`config.mk`:
```
export PLATFORM = sky130hd
export DESIGN_NAME = cluster_mode_distance_filter_core
export DESIGN_NICKNAME = d
export VERILOG_FILES = /design/src/rtl/cmdf_pkg.sv /design/src/rtl/cmdf_ctrl.sv /design/src/rtl/cmdf_datapath.sv /design/src/rtl/cluster_mode_distance_filter_core.sv
export SDC_FILE = /design/constraint.sdc
export NUM_CORES = 2
export LEC_CHECK = 0
export BUFFER_PORTS_ARGS = -buffer_cell sky130_fd_sc_hd__buf_2
export CAP_MARGIN = 25
export CORE_ASPECT_RATIO = 1.4
export CORE_MARGIN = 2
export CORE_UTILIZATION = 60
export CTS_CLUSTER_SIZE = 28
export DETAILED_ROUTE_END_ITERATION = 6
export PLACE_DENSITY = 0.76
export SYNTH_ARGS = -nofsm -noshare
export SYNTH_HDL_FRONTEND = slang
export SYNTH_HIERARCHICAL = 1
export SYNTH_SLANG_ARGS = --single-unit
```
`constraint.sdc`:
```
create_clock -name clk -period 10.6 [get_ports clk]
set_input_delay 1.06 -clock clk [delete_from_list [all_inputs] [get_ports clk]]
set_output_delay 1.06 -clock clk [all_outputs]
set_load 0.02 [all_outputs]
```
`src/rtl/cmdf_pkg.sv`:
```
package cmdf_pkg;

  // sample and result field widths
  localparam int SAMPLE_W = 10;
  localparam int COUNT_W  = 7;

  // default sizing
  localparam int DEF_MAX_WINDOW        = 64;
  localparam int DEF_MAX_CLUSTER_SLOTS = 8;

  // register reset values
  localparam logic [6:0] RST_WINDOW_LENGTH     = 7'd35;
  localparam logic [7:0] RST_JOIN_TOLERANCE    = 8'd5;
  localparam logic [3:0] RST_MAX_CLUSTERS      = 4'd5;
  localparam logic [6:0] RST_AMBIGUITY_PERCENT = 7'd20;

  // register indexes
  localparam logic [1:0] REG_WINDOW_LENGTH     = 2'd0;
  localparam logic [1:0] REG_JOIN_TOLERANCE    = 2'd1;
  localparam logic [1:0] REG_MAX_CLUSTERS      = 2'd2;
  localparam logic [1:0] REG_AMBIGUITY_PERCENT = 2'd3;

  typedef enum logic [1:0] {
    ST_OK       = 2'd0,
    ST_TOO_MANY = 2'd1,
    ST_AMBIG    = 2'd2
  } status_t;

  typedef enum logic [3:0] {
    S_IDLE,
    S_INS_RD,
    S_INS_CMP,
    S_WALK_INIT,
    S_WALK_RD,
    S_WALK_PROC,
    S_CLOSE,
    S_SCAN,
    S_DECIDE,
    S_DIV,
    S_EMIT
  } state_t;

  // controller to datapath
  typedef struct packed {
    logic load;
    logic ins_shift;
    logic ins_put;
    logic walk_init;
    logic walk_read;
    logic walk_proc;
    logic close_last;
    logic scan_step;
    logic div_start;
    logic div_step;
    logic emit;
  } cmd_t;

  // datapath to controller
  typedef struct packed {
    logic j_zero;
    logic rd_gt_v;
    logic full;
    logic walk_last;
    logic reject;
    logic scan_last;
    logic amb;
    logic div_done;
  } stat_t;

endpackage

```
`src/rtl/cmdf_ctrl.sv`:
```
module cmdf_ctrl (
  input  logic           clk,
  input  logic           rst,
  input  logic           start,
  input  cmdf_pkg::stat_t stat,
  output cmdf_pkg::cmd_t  cmd,
  output logic           busy
);
  import cmdf_pkg::*;

  state_t state;
  state_t state_next;

  // state register
  always_ff @(posedge clk) begin
    if (rst) begin
      state <= S_IDLE;
    end else begin
      state <= state_next;
    end
  end

  // next state
  always_comb begin
    state_next = state;
    unique case (state)
      S_IDLE: begin
        if (start) state_next = S_INS_RD;
      end
      S_INS_RD: begin
        if (stat.j_zero) state_next = stat.full ? S_WALK_INIT : S_IDLE;
        else state_next = S_INS_CMP;
      end
      S_INS_CMP: begin
        if (stat.rd_gt_v) state_next = S_INS_RD;
        else state_next = stat.full ? S_WALK_INIT : S_IDLE;
      end
      S_WALK_INIT: state_next = S_WALK_RD;
      S_WALK_RD:   state_next = S_WALK_PROC;
      S_WALK_PROC: begin
        state_next = stat.walk_last ? S_CLOSE : S_WALK_RD;
      end
      S_CLOSE: state_next = S_SCAN;
      S_SCAN: begin
        if (stat.reject) state_next = S_EMIT;
        else if (stat.scan_last) state_next = S_DECIDE;
      end
      S_DECIDE: state_next = stat.amb ? S_EMIT : S_DIV;
      S_DIV: begin
        if (stat.div_done) state_next = S_EMIT;
      end
      S_EMIT:  state_next = S_IDLE;
      default: state_next = S_IDLE;
    endcase
  end

  // commands
  always_comb begin
    cmd  = '0;
    busy = 1'b1;
    unique case (state)
      S_IDLE: begin
        busy     = 1'b0;
        cmd.load = start;
      end
      S_INS_RD:    cmd.ins_put = stat.j_zero;
      S_INS_CMP: begin
        cmd.ins_shift = stat.rd_gt_v;
        cmd.ins_put   = !stat.rd_gt_v;
      end
      S_WALK_INIT: cmd.walk_init = 1'b1;
      S_WALK_RD:   cmd.walk_read = 1'b1;
      S_WALK_PROC: cmd.walk_proc = 1'b1;
      S_CLOSE:     cmd.close_last = 1'b1;
      S_SCAN:      cmd.scan_step = !stat.reject;
      S_DECIDE:    cmd.div_start = !stat.amb;
      S_DIV:       cmd.div_step = 1'b1;
      S_EMIT:      cmd.emit = 1'b1;
      default:     cmd = '0;
    endcase
  end

endmodule

```
`src/rtl/cmdf_datapath.sv`:
```
module cmdf_datapath #(
  parameter int MAX_WINDOW        = cmdf_pkg::DEF_MAX_WINDOW,
  parameter int MAX_CLUSTER_SLOTS = cmdf_pkg::DEF_MAX_CLUSTER_SLOTS
) (
  input  logic                          clk,
  input  logic                          rst,
  input  logic [cmdf_pkg::SAMPLE_W-1:0] sample_cm,
  input  logic [6:0]                    window_length,
  input  logic [7:0]                    join_tolerance,
  input  logic [3:0]                    max_clusters,
  input  logic [6:0]                    ambiguity_percent,
  input  cmdf_pkg::cmd_t                cmd,
  output cmdf_pkg::stat_t               stat,
  output logic                          done,
  output logic                          found,
  output logic [cmdf_pkg::SAMPLE_W-1:0] distance_cm,
  output logic [1:0]                    status,
  output logic [cmdf_pkg::COUNT_W-1:0]  cluster_count,
  output logic [cmdf_pkg::COUNT_W-1:0]  winner_size
);
  import cmdf_pkg::*;

  localparam int CW   = $clog2(MAX_WINDOW + 1);
  localparam int AW   = $clog2(MAX_WINDOW);
  localparam int SUMW = SAMPLE_W + CW;
  localparam int SW   = (MAX_CLUSTER_SLOTS > 1) ? $clog2(MAX_CLUSTER_SLOTS) : 1;
  localparam int CMPW = (CW > 7) ? CW : 7;
  localparam int PW   = SAMPLE_W + 1 + CW;
  localparam int MW   = CW + 7;
  localparam int DCW  = $clog2(SUMW);

  // sample memory and insertion sort state
  logic [SAMPLE_W-1:0] mem [MAX_WINDOW];
  logic [SAMPLE_W-1:0] rd_data;
  logic [AW-1:0]       mem_ra;
  logic [SAMPLE_W-1:0] v;
  logic [AW-1:0]       j;
  logic [AW-1:0]       fill;
  logic [CW-1:0]       n;
  logic                full;
  logic [CW-1:0]       n_new;
  logic                full_new;

  // cluster walk state
  logic [AW-1:0]   wi;
  logic [SUMW-1:0] cur_sum;
  logic [CW-1:0]   cur_size;
  logic [CW-1:0]   nclu;
  logic [CW-1:0]   best;
  logic [SUMW-1:0] csum  [MAX_CLUSTER_SLOTS];
  logic [CW-1:0]   csize [MAX_CLUSTER_SLOTS];
  logic [CW-1:0]   close_idx;
  logic            join_ok;
  logic            do_close;
  logic [SAMPLE_W:0] k;
  logic [PW-1:0]   prod;

  // rival scan and divider state
  logic [SW-1:0]   si;
  logic            have_w;
  logic            amb;
  logic [SUMW-1:0] win_sum;
  logic [CW-1:0]   win_size;
  logic [CW-1:0]   c;
  logic [MW-1:0]   gap_lhs;
  logic [MW-1:0]   gap_rhs;
  logic [SUMW-1:0] dq;
  logic [CW-1:0]   drem;
  logic [DCW-1:0]  dcnt;
  logic [CW:0]     dtmp;
  logic            dge;
  logic            reject;
  logic            ok;

  // window fill bookkeeping
  assign n_new    = CW'(fill) + CW'(1);
  assign full_new = (CMPW'(n_new) >= CMPW'(2)) &&
                    ((CMPW'(n_new) >= CMPW'(window_length)) ||
                     (n_new >= CW'(MAX_WINDOW)));

  // memory port
  assign mem_ra = cmd.walk_read ? wi : AW'(j - AW'(1));

  always_ff @(posedge clk) begin
    if (cmd.ins_shift) mem[j] <= rd_data;
    else if (cmd.ins_put) mem[j] <= v;
    rd_data <= mem[mem_ra];
  end

  // incoming sample and insertion pointer
  always_ff @(posedge clk) begin
    if (rst) begin
      fill <= '0;
    end else if (cmd.load) begin
      fill <= full_new ? '0 : AW'(n_new);
    end
  end

  always_ff @(posedge clk) begin
    if (cmd.load) begin
      v    <= sample_cm;
      j    <= fill;
      n    <= n_new;
      full <= full_new;
    end else if (cmd.ins_shift) begin
      j <= AW'(j - AW'(1));
    end
  end

  // join test without a divide: mean > s - tol  <=>  sum >= (s - tol + 1) * size
  assign k       = (SAMPLE_W + 1)'(rd_data) - (SAMPLE_W + 1)'(join_tolerance)
                   + (SAMPLE_W + 1)'(1);
  assign prod    = PW'(k) * PW'(cur_size);
  assign join_ok = (nclu != '0) &&
                   ((rd_data < SAMPLE_W'(join_tolerance)) || (PW'(cur_sum) >= prod));
  assign do_close  = (cmd.walk_proc && !join_ok && (nclu != '0)) || cmd.close_last;
  assign close_idx = CW'(nclu - CW'(1));

  // cluster walk
  always_ff @(posedge clk) begin
    if (cmd.walk_init) begin
      wi       <= '0;
      nclu     <= '0;
      best     <= '0;
      cur_sum  <= '0;
      cur_size <= '0;
    end else if (cmd.walk_proc) begin
      wi <= AW'(wi + AW'(1));
      if (join_ok) begin
        cur_sum  <= SUMW'(cur_sum + SUMW'(rd_data));
        cur_size <= CW'(cur_size + CW'(1));
      end else begin
        nclu     <= CW'(nclu + CW'(1));
        cur_sum  <= SUMW'(rd_data);
        cur_size <= CW'(1);
      end
    end
    if (do_close) begin
      if (close_idx < CW'(MAX_CLUSTER_SLOTS)) begin
        csum[SW'(close_idx)]  <= cur_sum;
        csize[SW'(close_idx)] <= cur_size;
      end
      if (cur_size > best) best <= cur_size;
    end
  end

  // rival scan: first largest cluster wins, any close rival is ambiguous
  assign c       = csize[si];
  assign gap_lhs = MW'(best - c) * MW'(7'd100);
  assign gap_rhs = MW'(ambiguity_percent) * MW'(best);

  always_ff @(posedge clk) begin
    if (cmd.close_last) begin
      si     <= '0;
      have_w <= 1'b0;
      amb    <= 1'b0;
    end else if (cmd.scan_step) begin
      si <= SW'(si + SW'(1));
      if ((c == best) && !have_w) begin
        have_w   <= 1'b1;
        win_sum  <= csum[si];
        win_size <= c;
      end else if ((c == best) || (gap_lhs < gap_rhs)) begin
        amb <= 1'b1;
      end
    end
  end

  // restoring divider for the winning mean, one quotient bit a cycle
  assign dtmp = {drem, dq[SUMW-1]};
  assign dge  = dtmp >= (CW + 1)'(win_size);

  always_ff @(posedge clk) begin
    if (cmd.div_start) begin
      dq   <= win_sum;
      drem <= '0;
      dcnt <= '0;
    end else if (cmd.div_step) begin
      drem <= dge ? CW'(dtmp - (CW + 1)'(win_size)) : CW'(dtmp);
      dq   <= {dq[SUMW-2:0], dge};
      dcnt <= DCW'(dcnt + DCW'(1));
    end
  end

  assign reject = (nclu > CW'(max_clusters)) || (CMPW'(nclu) > CMPW'(max_clusters)) ||
                  (nclu > CW'(MAX_CLUSTER_SLOTS));
  assign ok     = !reject && !amb;

  // status to controller
  always_comb begin
    stat           = '0;
    stat.j_zero    = (j == '0);
    stat.rd_gt_v   = (rd_data > v);
    stat.full      = full;
    stat.walk_last = (wi == AW'(n - CW'(1)));
    stat.reject    = reject;
    stat.scan_last = (CW'(si) == CW'(nclu - CW'(1)));
    stat.amb       = amb;
    stat.div_done  = (dcnt == DCW'(SUMW - 1));
  end

  // result beat
  always_ff @(posedge clk) begin
    if (rst) begin
      done <= 1'b0;
    end else begin
      done <= cmd.emit;
    end
  end

  always_ff @(posedge clk) begin
    if (cmd.emit) begin
      found         <= ok;
      distance_cm   <= ok ? dq[SAMPLE_W-1:0] : '0;
      status        <= reject ? ST_TOO_MANY : (amb ? ST_AMBIG : ST_OK);
      cluster_count <= COUNT_W'(nclu);
      winner_size   <= COUNT_W'(best);
    end
  end

endmodule

```
`src/rtl/cluster_mode_distance_filter_core.sv`:
```
// channel   | handshake            | payload
// ----------+----------------------+-----------------------------------------------
// sample    | start, busy          | sample_cm
// result    | done (one cycle)     | found, distance_cm, status, cluster_count,
//           |                      | winner_size
// config    | cfg_valid, cfg_ready | cfg_index, cfg_data
//
// a sample is insertion sorted into the sample ram (one read and one write port): each
// stored sample above it is read, compared and moved up a slot. the sample that fills
// the window then drives the cluster walk over the window samples, closes the last
// cluster, scans the clusters (stopping at once if too many), decides, runs the mean
// divider unless ambiguous, and emits. busy stays high until the sample is through.
// synchronous active-high reset clears the fsm, fill count, done and config registers.
// the receiver cannot stall: each result beat is on the ports for one cycle.
module cluster_mode_distance_filter_core #(
  parameter int MAX_WINDOW        = cmdf_pkg::DEF_MAX_WINDOW,
  parameter int MAX_CLUSTER_SLOTS = cmdf_pkg::DEF_MAX_CLUSTER_SLOTS
) (
  input  logic                          clk,
  input  logic                          rst,
  input  logic                          start,
  output logic                          busy,
  input  logic [cmdf_pkg::SAMPLE_W-1:0] sample_cm,
  output logic                          done,
  output logic                          found,
  output logic [cmdf_pkg::SAMPLE_W-1:0] distance_cm,
  output logic [1:0]                    status,
  output logic [cmdf_pkg::COUNT_W-1:0]  cluster_count,
  output logic [cmdf_pkg::COUNT_W-1:0]  winner_size,
  input  logic                          cfg_valid,
  output logic                          cfg_ready,
  input  logic [1:0]                    cfg_index,
  input  logic [7:0]                    cfg_data
);
  import cmdf_pkg::*;

  logic [6:0] window_length;
  logic [7:0] join_tolerance;
  logic [3:0] max_clusters;
  logic [6:0] ambiguity_percent;
  cmd_t       cmd;
  stat_t      stat;

  assign cfg_ready = 1'b1;

  // configuration registers
  always_ff @(posedge clk) begin
    if (rst) begin
      window_length     <= RST_WINDOW_LENGTH;
      join_tolerance    <= RST_JOIN_TOLERANCE;
      max_clusters      <= RST_MAX_CLUSTERS;
      ambiguity_percent <= RST_AMBIGUITY_PERCENT;
    end else if (cfg_valid && cfg_ready) begin
      unique case (cfg_index)
        REG_WINDOW_LENGTH:     window_length     <= cfg_data[6:0];
        REG_JOIN_TOLERANCE:    join_tolerance    <= cfg_data;
        REG_MAX_CLUSTERS:      max_clusters      <= cfg_data[3:0];
        REG_AMBIGUITY_PERCENT: ambiguity_percent <= cfg_data[6:0];
        default: ;
      endcase
    end
  end

  cmdf_ctrl u_ctrl (
    .clk   (clk),
    .rst   (rst),
    .start (start),
    .stat  (stat),
    .cmd   (cmd),
    .busy  (busy)
  );

  cmdf_datapath #(
    .MAX_WINDOW        (MAX_WINDOW),
    .MAX_CLUSTER_SLOTS (MAX_CLUSTER_SLOTS)
  ) u_datapath (
    .clk               (clk),
    .rst               (rst),
    .sample_cm         (sample_cm),
    .window_length     (window_length),
    .join_tolerance    (join_tolerance),
    .max_clusters      (max_clusters),
    .ambiguity_percent (ambiguity_percent),
    .cmd               (cmd),
    .stat              (stat),
    .done              (done),
    .found             (found),
    .distance_cm       (distance_cm),
    .status            (status),
    .cluster_count     (cluster_count),
    .winner_size       (winner_size)
  );

endmodule
```
Yosys cells after proc, flatten, opt, wreduce, memory -nomap -nowiden
Memories as Yosys holds them, arrays and structs flattened. A register that Yosys moved wholly into a read port is not among the register bits.
Cells that the tools add are included.
- word-level logic and storage cells: 161
- bits in registers: 172
- memories kept: 3
- bits in writable memories: 832
- bitwise gates (word level): 4
- multipliers: 3
- magnitude comparators: 12
- muxes and demuxes: 46
- reduce and logical (&&, ||, !) cells: 31
- equal/unequal tests: 20
- add/sub/neg operators: 14
- memories (memory ; words ; width ; rd ports ; clocked after memory_dff ; wr ports ; line ; RTL):
    u_datapath.mem ; 64 ; 10 ; 1 ; 1 ; 1 ; cmdf_datapath.sv:33 ; logic [SAMPLE_W-1:0] mem [MAX_WINDOW];
    u_datapath.csum ; 8 ; 17 ; 1 ; 1 ; 1 ; cmdf_datapath.sv:50 ; logic [SUMW-1:0] csum [MAX_CLUSTER_SLOTS];
    u_datapath.csize ; 8 ; 7 ; 1 ; 1 ; 1 ; cmdf_datapath.sv:51 ; logic [CW-1:0] csize [MAX_CLUSTER_SLOTS];
- operators by type and width (kind ; number):
    $mux 17 ; 3
    $pmux 4 s10 ; 1
    $mux 7 ; 5
    $mux 4 ; 6
    $mux 6 ; 4
    $mux 1 ; 19
    $ge 17x18->1 ; 1
    $mul 11x7->18 ; 1
    $add 17x10->17 ; 1
    $eq 4x3->1 const B ; 4
    $add 7x1->7 const B ; 2
    $lt 14x14->1 ; 1
    $mul 14x5->12 const B ; 1
    $mul 7x7->14 ; 1
    $eq 4x4->1 const B ; 3
    $reduce_and 2->1 ; 6
    $sub 6x1->6 const B ; 2
    $add 11x1->11 const B ; 1
    $sub 10x8->11 ; 1
    $gt 10x10->1 ; 1
    $lt 10x8->1 ; 1
    $mux 10 ; 1
    $reduce_and 3->1 ; 3
    $eq 4x2->1 const B ; 2
    37 further kinds ; 59

Longest topological paths before layout
- depth in word-level cells: 12
- gate-level depth with buffers: 38
- depth with buffers taken out: 35

By module
Netlist, hierarchy kept.
- modules (own cells, without submodules) (module ; cells an instance ; sequential area each (sq um) ; times used ; area each (sq um)):
    cmdf_datapath ; 2942 ; 29338.1 ; 1 ; 46659.8
    cluster_mode_distance_filter_core ; 107 ; 520.5 ; 1 ; 1087.3
    cmdf_ctrl ; 63 ; 80.1 ; 1 ; 424.2

Least setup slack after synthesis
No wires, ideal clock.
- path type: flip-flop to flip-flop
- start point: register join_tolerance[1]
- end point: memory u_datapath/csize[2][0] (netlist name) (enable)
- data arrival time: 9.355 ns
- period minus slack after synthesis: 9.820 ns
- data required time: 10.134 ns
- setup slack: 0.780 ns
- cell stages (with the launch flop): 36
- cells stage by stage: dfxtp_1 -> inv_1 -> ha_1 -> inv_1 -> ha_1 -> inv_1 -> fa_1 -> o21bai_1 -> a21oi_1 -> xnor2_1 -> nand2b_1 -> fa_1 -> fa_1 -> inv_1 -> fa_1 -> inv_1 -> fa_1 -> inv_1 -> ha_1 -> inv_1 -> a21oi_1 -> o21ai_0 -> a21oi_1 -> a21oi_1 -> mux2i_1 -> a2111oi_0 -> ha_1 -> o21ai_0 -> o21ai_0 -> o211ai_1 -> o211ai_2 -> a31o_4 -> o21bai_1 -> nand2b_1 -> clkbuf_1 -> nor4_1
- word-level cells in the longest chain between the ends: 12
- ends and longest elaborated chain (item ; line ; RTL):
    start: declaration ; cluster_mode_distance_filter_core.sv:38 ; logic [7:0] join_tolerance;
    start signal: assignment ; cluster_mode_distance_filter_core.sv:56 ; REG_JOIN_TOLERANCE: join_tolerance <= cfg_data;
    $sub 10x8->11 ; cmdf_datapath.sv:111 ; assign k = (SAMPLE_W + 1)'(rd_data) - (SAMPLE_W + 1)'(join_tolerance)
    $add 11x1->11 ; cmdf_datapath.sv:112 ; + (SAMPLE_W + 1)'(1);
    $mul 11x7->18 ; cmdf_datapath.sv:113 ; assign prod = PW'(k) * PW'(cur_size);
    $ge 17x18->1 ; cmdf_datapath.sv:115 ; ((rd_data < SAMPLE_W'(join_tolerance)) || (PW'(cur_sum) >= prod));
    $logic_or 1x1->1 * ; cmdf_datapath.sv:115 ;
    $logic_and 1x1->1 * ; cmdf_datapath.sv:114 ; assign join_ok = (nclu != '0) &&
    $logic_not 1->1 * ; cmdf_datapath.sv:116 ; assign do_close = (cmd.walk_proc && !join_ok && (nclu != '0)) || cmd.close_last;
    $logic_and 1x1->1 * (2 in a row) ; cmdf_datapath.sv:116 ;
    $logic_or 1x1->1 * ; cmdf_datapath.sv:116 ;
    $mux 1 * ; cmdf_datapath.sv:138 ; if (do_close) begin
    $mux 1 (not written as such) * ; cmdf_datapath.sv:141 ; csize[SW'(close_idx)] <= cur_size;
    end: declaration ; cmdf_datapath.sv:51 ;
Every way passes the cells marked *; elsewhere a longest branch is shown, timed or not.

Worst setup path in the final report
- start point: register join_tolerance[1]
- end point: memory u_datapath/csum[0][3] (netlist name) (enable)
- word-level cells in the longest chain between the ends: 12
- ends and longest elaborated chain (item ; line ; RTL):
    $sub 10x8->11 ; cmdf_datapath.sv:111 ;
    $add 11x1->11 ; cmdf_datapath.sv:112 ;
    $mul 11x7->18 ; cmdf_datapath.sv:113 ;
    $ge 17x18->1 ; cmdf_datapath.sv:115 ;
    $logic_or 1x1->1 * ; cmdf_datapath.sv:115 ;
    $logic_and 1x1->1 * ; cmdf_datapath.sv:114 ;
    $logic_not 1->1 * ; cmdf_datapath.sv:116 ;
    $logic_and 1x1->1 * (2 in a row) ; cmdf_datapath.sv:116 ;
    $logic_or 1x1->1 * ; cmdf_datapath.sv:116 ;
    $mux 1 * ; cmdf_datapath.sv:138 ;
    $mux 1 (not written as such) * ; cmdf_datapath.sv:140 ; csum[SW'(close_idx)] <= cur_sum;
    end: declaration ; cmdf_datapath.sv:50 ;
Marks and branches as above.

==> reports/metrics.csv <==
stage,metric,value,unit
logic_synthesis,Mapped Avg Cell Area,15.5,um2
finish,share of layout cells above drive strength 1,0.174,
sta,period utilization,0.897,
placement,DP Area,49800,um2
drt,vias per inst,6.27,
clock_tree,CTS H-tree lvls,3,
setup_path,slowest cell delay on critical path,0.57,ns
logic_synthesis,Seq cells post-synth,1034,
sta,clk_skew,0.0480,ns
power_and_ir_drop,VDD IR-drop max,0.000249,V
drt,routed vias,27200,
logic_synthesis,largest family of logic cells by synthesized area,multiplexers,
global_routing,GR Util met1,0.314,
setup_path,required time of the critical path,10.93,ns
sta,Setup-failing EPs final,0,
setup_path,Crit path depth,35,
clock_tree,clock tree buffer depth,3,
power_and_ir_drop,Final Power,12.9,mW
floorplanning,I/O pin total,54,
drt,Post-DRT Antenna Nets,0,
clock_tree,CTS tree,yes,
global_routing,total track usage,0.265,
global_routing,met2 GRT Util,0.474,
floorplanning,Die Area,82600,um2
logic_synthesis,Compound-Gate Fraction of Synth Area,0.0493,
drt,first-iteration detailed-routing DRC count,2333,
worst_hold_path,Hold/Removal Path Class,reg -> reg,
logic_synthesis,Syn Std Cell Area,48200,um2
global_routing,grt met3 use,0.0368,
placement,IO buf count,52,
logic_synthesis,mux share of post-synthesis cell area,0.128,
drt,Routed WL,108,mm
logic_synthesis,Post-Syn Instances,3112,
flow_run,max_cap viols,0,
finish,post-layout util,0.669,
finish,Area Growth Syn to Fin,10.1,%
setup_path,kind of critical path,reg -> reg,
setup_path,Startpoint Class,flip-flop,
setup_path,"Slowest-stage cell, CP",nor3_2,
logic_synthesis,dominant synthesized flop cell,edfxtp_1,
setup_path,Worst EP arrival,9.84,ns
logic_synthesis,number of synthesized flops with an enable pin,923,
clock_tree,clk sinks,1034,
sta,min Tclk post-route,9.51,ns
power_and_ir_drop,pwr/cell area,243,nW/um2
global_routing,initial antenna violation count,5,
clock_tree,hold_buf cts,0,
clock_tree,Num CTS Buffers,94,
clock_tree,Clock transition at path regs,0.07,ns
sta,unrepaired setup endpoints after global routing,no,
global_routing,global-route wire length before repair,166,mm
setup_path,crit path max fanout,18,
floorplanning,Die Y,339,um
clock_tree,Clock Latency Late Sink,0.67,ns
setup_path,CP Capture Type,flip-flop,
global_routing,Top Usage Layer GRT,met2,
worst_hold_path,hold path depth,2,
logic_synthesis,net count after synthesis,3421,
sta,Min Hold Slack,0.478,ns
logic_synthesis,synth unique cells,82,
logic_synthesis,Post-Synth Adder-Cell Area,0.0868,
clock_tree,Root Driver,clkbuf_16,
floorplanning,Die W,243,um
logic_synthesis,simple-gate share of the synthesized area,0.0683,
finish,area of the multi-input gates,17000,um2
global_routing,largest net degree at the start of global routing,81,
finish,Sequential Area,29900,um2
placement,Placed Cells incl. Taps,4136,
global_routing,global route overflow,0,
power_and_ir_drop,Pleak,18.6,nW
sta,setup TNS,0,ns
sta,Slew Limit Fails,0,
drt,DR WL/cell,24.9,um
placement,pre-CTS setup slack,1.23,ns
sta,Achievable Freq,105,MHz
finish,Layout Cells excl Fill,4333,
setup_path,"most used cell, CP",inv_1,
drt,Pre-antenna DRT Iters,5,
sta,setup ws final,1.09,ns
finish,final layout net count,3512,
sta,worst slew pin tran,1.09,ns
clock_tree,PostCTS Resize Cnt,0,
logic_synthesis,post-synthesis sequential area ratio,0.622,
floorplanning,# rows,122,
setup_path,Crit path max-delay family,adder cells,
outcome,status,"finished, final reports clean",
floorplanning,initial core utilization,0.608,
sta,Slew headroom,0.270,
logic_synthesis,XOR/XNOR Fraction of Synth Area,0.0165,
logic_synthesis,Synth Warn #,6,
global_routing,vias in the first global route,28200,
sta,final hold violations,0,
setup_path,Reg2Reg Depth,35,
placement,DPL Wire Length,71.0,mm
drt,Remaining DRCs,0,
placement,Routability Congestion,0.918,
logic_synthesis,Post-synth ARST share,0,
floorplanning,CORE AREA,79200,um2
clock_tree,setup repair bufs after CTS,0,
finish,design area,53000,um2
finish,filler instances,5193,
setup_path,CP Buf/Inv Count,8,
## worst paths after layout
check,start,endpoint,slack [ns]
max,join_tolerance[1],u_datapath/csum[0][3],1.09
max reg2reg,join_tolerance[1],u_datapath/csum[0][3],1.09
min,join_tolerance[4],join_tolerance[4],0.48
min reg2reg,join_tolerance[4],join_tolerance[4],0.48
## cells in the mapped netlist, types with 15 or more instances
cell type / count / area (um2)
nor3_1: 25 / 125
buf_2: 34 / 170
nor2_1: 182 / 683
clkbuf_1: 81 / 304
o21bai_1: 15 / 113
mux2i_1: 91 / 911
ha_1: 203 / 2540
edfxtp_1: 923 / 27700
a211oi_1: 90 / 676
a21oi_1: 122 / 611
or3_1: 15 / 93.8
a21o_1: 19 / 143
inv_1: 211 / 792
and2_1: 63 / 394
dfxtp_1: 111 / 2220
nand4_1: 17 / 106
o21ai_0: 49 / 245
xnor2_1: 45 / 394
mux2_2: 49 / 552
xor2_1: 46 / 403
nand2b_1: 56 / 350
nand2_1: 95 / 357
nor2b_1: 78 / 488
fa_1: 82 / 1640
nand3_1: 37 / 185
mux4_2: 208 / 4680
## area by class of cell
class	instances	share of cell area
multi-input combinational	1726	0.321
clock buffer	126	0.0483
timing repair buffer	134	0.0171
inverter	213	0.0151
sequential	1034	0.565
tap	1054	0.0249
antenna	2	0.0000944
clock inverter	44	0.00866
## worst register-to-register path, delay by kind of cell (launching register included)
| kind | cells | cell delay [ns] |
|---|---|---|
| DFF | 1 | 0.36 |
| muxes | 1 | 0.15 |
| adders and majority gates | 9 | 3.55 |
| AOI/OAI and AO/OA | 13 | 2.73 |
| buffers and inverters | 8 | 0.77 |
| xor gates and xnor gates | 1 | 0.46 |
| and+or+nand+nor | 3 | 1.15 |
## layout by cell type, fill, tap and decap left out, types with 46 or more instances in the layout
master     instances
inv_1            211
mux2_2            49
nor2b_1           77
clkbuf_16         95
and2_1            63
buf_4             77
a211oi_1          90
fa_1              82
dfxtp_1          110
nor2_1           177
xor2_1            46
buf_2             52
edfxtp_1         923
mux4_2           208
nand2b_1          56
mux2i_1           87
ha_1             203
a21oi_1          122
nand2_1           95
## power breakdown
group          switching (mW)  internal, mW
Sequential              0.225          4.99
Combinational            2.66          1.67
Clock                    1.47          1.86
Total                    4.35          8.52
## routing by layer
layer | share of wire | vias to the layer above
met5 | 0.00035 | -
met4 | 0.049 | 6
met3 | 0.060 | 262
met2 | 0.53 | 1059
met1 | 0.36 | 13900
li1 | - | 12000
## state kept, by name, summed over array words and instances (netlist names), 8 cells and up, named ones only
register	count
u_datapath/mem	640
join_tolerance	8
u_datapath/distance_cm	10
u_datapath/csize	56
u_datapath/cur_sum	17
u_datapath/csum	136
u_datapath/rd_data	10
u_datapath/dq	17
u_datapath/v	10
u_datapath/win_sum	17
## cell families (layout without fill, tap and decap cells)
family	Yosys count	after routing
flip-flops	1034	1034
multiplexers	350	350
other	1	3
AND/OR/NAND/NOR	636	636
adder cells (fa/ha/maj)	285	285
XOR/XNOR	91	91
AO/OA/AOI/OAI	363	363
buffers and inverters	352	517
No activity file was read; power rests on OpenSTA's default activity.
